File: config.mk
export PLATFORM = sky130hd
export DESIGN_NAME = lz10_ctrl
export DESIGN_NICKNAME = d
export VERILOG_FILES = /design/src/sv/lz10_pkg.sv /design/src/sv/lz10_ctrl.sv
export SDC_FILE = /design/constraint.sdc
export NUM_CORES = 1
export LEC_CHECK = 0
export BUFFER_PORTS_ARGS = -buffer_cell sky130_fd_sc_hd__buf_2
export CAP_MARGIN = 40
export CORE_UTILIZATION = 40
export DETAILED_ROUTE_END_ITERATION = 8
export PLACE_DENSITY = 0.68
export SLEW_MARGIN = 20
export SYNTH_ARGS = -nofsm -noshare
export SYNTH_HDL_FRONTEND = slang
export SYNTH_SLANG_ARGS = --single-unit
File: constraint.sdc
create_clock -name clk -period 3 [get_ports clk]
set_clock_uncertainty 0.1 [all_clocks]
set_input_delay 0.15 -clock clk [delete_from_list [all_inputs] [get_ports clk]]
set_output_delay 0.15 -clock clk [all_outputs]
set_load 0.02 [all_outputs]
File: src/sv/lz10_pkg.sv
// Shared constants and controller/datapath interface types for the LZ10 decompressor.
package lz10_pkg;

  localparam int DEF_WINDOW_SIZE = 4096;
  localparam int DEF_LENGTH_BITS = 24;

  localparam int DIST_BITS       = 12;  // low bits of a reference give distance - 1
  localparam int COUNT_BITS      = 5;   // copy length 3..18
  localparam int TOKEN_BITS      = 4;   // tokens left, 0..8
  localparam int MIN_MATCH       = 3;
  localparam int TOKENS_PER_FLAG = 8;

  typedef struct packed {
    logic clear;        // new stream: zero the produced-byte count
    logic take;         // capture the accepted input byte
    logic set_hi;       // hold the captured byte as the reference high byte
    logic start_match;  // decode length and distance from high byte and captured byte
    logic lit;          // emit the captured byte as a literal
    logic rd;           // read history for the next copied byte
    logic cp;           // emit the copied byte
  } dp_cmd_t;

  typedef struct packed {
    logic       done;       // produced count has reached the length
    logic       end_next;   // the next emitted byte reaches the length
    logic       out_free;   // output register can load this cycle
    logic       copy_last;  // one byte left in the current copy
    logic [7:0] in_q;       // captured input byte
  } dp_stat_t;

endpackage

File: src/sv/lz10_ctrl.sv
// Controller: token parser and copy sequencer driving the datapath.
module lz10_ctrl (
  input  logic               clk,
  input  logic               rst,
  input  logic               s_axis_tvalid,
  output logic               s_axis_tready,
  input  logic               s_axis_tuser,
  input  lz10_pkg::dp_stat_t stat,
  output lz10_pkg::dp_cmd_t  cmd
);

  localparam logic [1:0] ST_IDLE   = 2'd0;
  localparam logic [1:0] ST_DECODE = 2'd1;
  localparam logic [1:0] ST_READ   = 2'd2;
  localparam logic [1:0] ST_COPY   = 2'd3;

  localparam logic [1:0] PH_FLAG  = 2'd0;
  localparam logic [1:0] PH_TOKEN = 2'd1;
  localparam logic [1:0] PH_LOW   = 2'd2;

  localparam int TB = lz10_pkg::TOKEN_BITS;

  logic [1:0]    state, state_next;
  logic [1:0]    phase, phase_next;
  logic [7:0]    flags, flags_next;
  logic [TB-1:0] tokens, tokens_next;
  logic          finished, finished_next;
  logic [TB-1:0] tokens_dec;

  assign tokens_dec = (tokens != '0) ? tokens - TB'(1) : '0;

  always_comb begin
    state_next    = state;
    phase_next    = phase;
    flags_next    = flags;
    tokens_next   = tokens;
    finished_next = finished;
    cmd           = '0;
    s_axis_tready = 1'b0;
    case (state)
      ST_IDLE: begin
        s_axis_tready = 1'b1;
        if (s_axis_tvalid) begin
          cmd.take   = 1'b1;
          state_next = ST_DECODE;
          if (s_axis_tuser) begin
            cmd.clear     = 1'b1;
            flags_next    = '0;
            tokens_next   = '0;
            phase_next    = PH_FLAG;
            finished_next = 1'b0;
          end
        end
      end
      ST_DECODE: begin
        state_next = ST_IDLE;
        if (finished || stat.done) begin
          finished_next = 1'b1;
        end else begin
          case (phase)
            PH_FLAG: begin
              flags_next  = stat.in_q;
              tokens_next = TB'(lz10_pkg::TOKENS_PER_FLAG);
              phase_next  = PH_TOKEN;
            end
            PH_TOKEN: begin
              if (flags[7]) begin
                cmd.set_hi = 1'b1;
                phase_next = PH_LOW;
              end else if (stat.out_free) begin
                cmd.lit       = 1'b1;
                finished_next = stat.end_next;
                flags_next    = {flags[6:0], 1'b0};
                tokens_next   = tokens_dec;
                phase_next    = (tokens_dec == '0) ? PH_FLAG : PH_TOKEN;
              end else begin
                state_next = ST_DECODE;  // wait for the output register
              end
            end
            PH_LOW: begin
              cmd.start_match = 1'b1;
              flags_next      = {flags[6:0], 1'b0};
              tokens_next     = tokens_dec;
              phase_next      = (tokens_dec == '0) ? PH_FLAG : PH_TOKEN;
              state_next      = ST_READ;
            end
            default: begin
              phase_next = PH_FLAG;
            end
          endcase
        end
      end
      ST_READ: begin
        cmd.rd     = 1'b1;
        state_next = ST_COPY;
      end
      ST_COPY: begin
        if (stat.out_free) begin
          cmd.cp = 1'b1;
          if (stat.end_next) begin
            finished_next = 1'b1;
          end
          state_next = (stat.copy_last || stat.end_next) ? ST_IDLE : ST_READ;
        end
      end
      default: begin
        state_next = ST_IDLE;
      end
    endcase
  end

  always_ff @(posedge clk) begin
    if (rst) begin
      state    <= ST_IDLE;
      phase    <= PH_FLAG;
      flags    <= '0;
      tokens   <= '0;
      finished <= 1'b0;
    end else begin
      state    <= state_next;
      phase    <= phase_next;
      flags    <= flags_next;
      tokens   <= tokens_next;
      finished <= finished_next;
    end
  end

endmodule

# Word level (Yosys, flattened, before mapping)
# Cells that the tools add are included.
# W data, S select, Z words.
# totals
elab_cells	91
in_bits	16
ff_bits	17
# op_classes
addsub	1
mux	54
n_reduce_logical	13
n_eq_ne	17
# op_table
op	count
$mux W8	5
$mux W4	6
$pmux W8 S3	1
$mux W2	11
$mux W1	21
$pmux W8 S2	1
$ne A3 B3 Y1 const B	4
$pmux W4 S3	1
$ne A2 B2 Y1 const B	5
$reduce_and A5 Y1	2
$pmux W2 S2	2
$pmux W2 S4	1
$pmux W4 S2	1
$reduce_and A8 Y1	1
$reduce_and A7 Y1	1
$eq A2 B2 Y1 const B	3
$mux W3	2
$pmux W2 S3	1
$eq A2 B1 Y1 const B	2
$logic_not A2 Y1	2
$logic_not A4 Y1	1
$ne A4 B1 Y1 const B	1
$ne A4 B4 Y1 const B	1
$reduce_bool A4 Y1	1
other kinds (7)	8

# Depth between registers and ports, before layout
# logic_depth
ltp_word	9
mapped_depth	8

# Worst setup path after synthesis
# Ideal clock, no wire load.
# synth_path
kind	reg2reg
startpoint	register phase[0]
endpoint	register tokens[1]
required_time_ns	2.825
path_slack_ns	0.965
setup_ns	0.075
arrival_time_ns	1.860
stages_incl_launch_ff	8
path_cell_list	dfxtp_1 inv_1 ha_1 buf_2 or3b_2 a2111oi_4 o31ai_1 o22ai_1
# synth_between
elab_chain_cells	4
word_cells_on_any_way	10
classes_between	eq/ne (5); mux (3); reduce/logical (2)
# synth_rtl
item	line	source
start, declared	lz10_ctrl.sv:24	logic [1:0] phase, phase_next;
start signal, assigned	lz10_ctrl.sv:121	phase <= phase_next;
$eq A2 B2 Y1 (tied with other cells)	lz10_ctrl.sv:60	case (phase)
$pmux W4 S3	lz10_ctrl.sv:60	
$mux W4	lz10_ctrl.sv:57	if (finished || stat.done) begin
$pmux W4 S2	lz10_ctrl.sv:40	case (state)
end signal, assigned	lz10_ctrl.sv:123	tokens <= tokens_next;
end, declared	lz10_ctrl.sv:26	logic [TB-1:0] tokens, tokens_next;
# Several ways; a longest one is shown, not always the timed one. The select of a mux whose other input is x is not followed.
# A chain may end at the register's enable or synchronous reset.

# Worst setup path in the final report
# layout_path
startpoint	register phase[1]
endpoint	register flags[2]
# layout_between
elab_chain_cells	4
word_cells_on_any_way	10
classes_between	eq/ne (5); mux (3); reduce/logical (2)
# layout_rtl
item	line	source
$eq A2 B2 Y1 (tied with other cells)	lz10_ctrl.sv:60	
$pmux W8 S3	lz10_ctrl.sv:60	
$mux W8	lz10_ctrl.sv:57	
$pmux W8 S2	lz10_ctrl.sv:40	
end signal, assigned	lz10_ctrl.sv:122	flags <= flags_next;
end, declared	lz10_ctrl.sv:25	logic [7:0] flags, flags_next;
# Several ways; a longest one is shown, not always the timed one. The select of a mux whose other input is x is not followed.

==> flow_summary.json <==
{
  "ys_seq_area_share_pct": 28.9,
  "areaGrowthSynthToFinish_pct": 12.1,
  "io_buffers": 23,
  "fin_nets": 176,
  "async_reset_ff_share_pct": 0,
  "startpoint_type": "flop",
  "ys_types": 45,
  "r2r_slack_ns": 0.83,
  "max_freq_mhz": 462,
  "die_h_um": 56.3,
  "max_stage_delay_ns": 0.45,
  "ant_nets": 0,
  "num_antenna_cells": 0,
  "path_class": "flop to flop",
  "fillers": 272,
  "netlist_instances": 136,
  "grt_max_degree": 22,
  "postCtsSetupBuffers": 0,
  "cp.depth": 6,
  "crit_path_cell_trace": "inv_1, ha_1, nor3_2, a21oi_1, o21ai_2, mux2i_1",
  "ys_warn_count": 0,
  "synth_area_um2": 1180,
  "insertion_delay_ns": 0.29,
  "reg2reg_to": "flags[2]",
  "num_rows": 19,
  "core_um2": 2780,
  "final-seq-area_um2": 340,
  "mostFrequentLayoutCells": "buf_2, dfxtp_1, nand2_1, nand2b_1, a21oi_1",
  "slew_violations": 0,
  "drtPass1Iterations": 4,
  "start_util_pct": 42.3,
  "yosysTopAreaCell": "dfxtp_1",
  "rsz0062_at_grt": "false",
  "hold_buffers": 0,
  "drt-vias-per-instance": 5.73,
  "fin_tns_setup_ns": 0,
  "multiInputGateArea_um2": 769,
  "holdWs_ns": 0.0183,
  "grt-ovfl-total": 0,
  "slew_headroom_pct": 47.8,
  "min_path_type": "input pin to flop",
  "path_clk_slew_ns": 0.10,
  "cts-root-buf": "clkbuf_4",
  "r2r_cells": 6,
  "status": "completed",
  "ys_seq_elements": 17,
  "drtIter0Drc": 48,
  "wl_um": 2620,
  "h-tree-depth": 1,
  "grt_pass1_wl_um": 4610,
  "timing.rr.start": "phase[1]",
  "fin_crit_ns": 2.17,
  "syn-mean-instance-area_um2": 8.66,
  "ys_dominant_reg_cell": "dfxtp_1",
  "die_width_um": 56.3,
  "numCtsBuffers": 3,
  "cp_max_fo": 10,
  "p_leak_nw": 0.543,
  "final_util_pct": 47.5,
  "powerDensity_nw_per_um2": 352,
  "finalSetupViolCount": 0,
  "synth.top_cell.area_share_pct": 28.9,
  "worstMarginPinSlew_ns": 0.777,
  "dp_hpwl_um": 1910,
  "antenna_found_initial": 0,
  "ir_drop_uv": 220,
  "die_area_um2": 3160,
  "tritoncts": "built",
  "grt_pass1_vias": 1060,
  "cts.path.max_buffers": 2,
  "vias": 1065,
  "cp.arrival_ns": 2.29,
  "synth_edf_count": 0,
  "gp_congestion": 0.859,
  "drc": 0,
  "path_buf_inv": 1,
  "finalCritPeriodShare_pct": 72.2,
  "drive_gt1_share_pct": 27.7,
  "ios": 24,
  "cts_repair_resize_count": 0,
  "drv_cap": 0,
  "startpoint": "phase[1]",
  "layout_commonest_cell": "buf_2",
  "crit_path_end": "flags[2]",
  "crit_slowest_cell": "nor3_2",
  "hold_viol": 0,
  "crit_family": "compound AO/OA/AOI/OAI gates",
  "wl_per_cell_um": 14.1,
  "clock_sinks": 17,
  "grt_usage_pct": 18.2,
  "syn_nets": 156,
  "endpoint_kind": "flop",
  "critPathRequiredTime_ns": 3.13,
  "ys_top_cells_by_area": "dfxtp_1, mux2_2, mux2i_1"
}
-- worst min path at each step --
stage	from	cells after the start	end
final	stat[0]	3	flags[0]
after global routing	stat[0]	3	flags[0]
after CTS	stat[0]	3	flags[0]
after detailed placement	stat[0]	3	flags[0]
after global placement	stat[0]	3	flags[0]
after floorplan	stat[0]	2	flags[0]
-- registers in the layout, summed over array words and instances, names as in the netlist --
signal	flops
flags	8
phase	2
tokens	4
finished	1
state	2
-- final cells by class --
cell class / count / share of cell area (%)
multi-input cells: 104 / 58.3
flip-flops and latches: 17 / 25.8
repair buffers: 24 / 9.29
well taps: 31 / 2.94
clock buffers: 4 / 1.99
inverters: 6 / 1.71
-- Yosys cell counts (3+ instances only) --
| cell type | number |
|---|---|
| dfxtp_1 | 17 |
| nand2_1 | 11 |
| a21oi_1 | 9 |
| nand2b_1 | 9 |
| nor2_1 | 7 |
| inv_1 | 6 |
| mux2_2 | 6 |
| mux2i_1 | 6 |
| clkbuf_1 | 5 |
| ha_1 | 4 |
| nor2b_1 | 4 |
| o21ai_0 | 4 |
| a211oi_1 | 3 |
| buf_2 | 3 |
| nor3_1 | 3 |
| o22ai_1 | 3 |
| o31ai_1 | 3 |
-- worst reg2reg max path, delay by kind of cell, from the launching register on --
kind                       cells  cell delay [ns]
buffers and inverters          1             0.09
adders and majority gates      1             0.32
AOI/OAI and AO/OA              2             0.51
and+or+nand+nor                1             0.45
DFF                            1             0.40
muxes                          1             0.23
-- through the flow --
step	setup slack [ns]	std cells	cell area [um^2]	total power [W]
floorplan	0.965	136	1180	0.000318
global placement	0.972	182	1290	0.000342
detailed placement	0.887	182	1290	0.000344
CTS	0.843	186	1320	0.000471
global route	0.559	186	1320	0.000493
finish	0.835	186	1320	0.000465
-- routing by layer --
layer / GRT usage (%) / share of wire [%] / vias to the layer above
met1: 23.0 / 47 / 500
li1: - / - / 529
met4: 7.67 / 0.95 / 0
met2: 30.4 / 48 / 33
met5: 0 / 0 / -
met3: 3.46 / 4.7 / 3
-- logic make-up after synthesis --
kind of cell | Yosys count | share of synthesized area [%]
flip-flops | 17 | 28.9
AND/OR/NAND/NOR | 51 | 26.5
buffers and inverters | 15 | 5.74
AO/OA/AOI/OAI | 37 | 23.8
adder cells (fa/ha/maj) | 4 | 4.25
multiplexers | 12 | 10.8
-- report_power, final --
part / leakage (nW) / switching, W / internal [W]
clock network: 0.0150 / 0.0000741 / 0.0000518
registers: 0.138 / 0.00000963 / 0.000233
logic: 0.390 / 0.0000531 / 0.0000440
(Power assumes the default switching activity.)
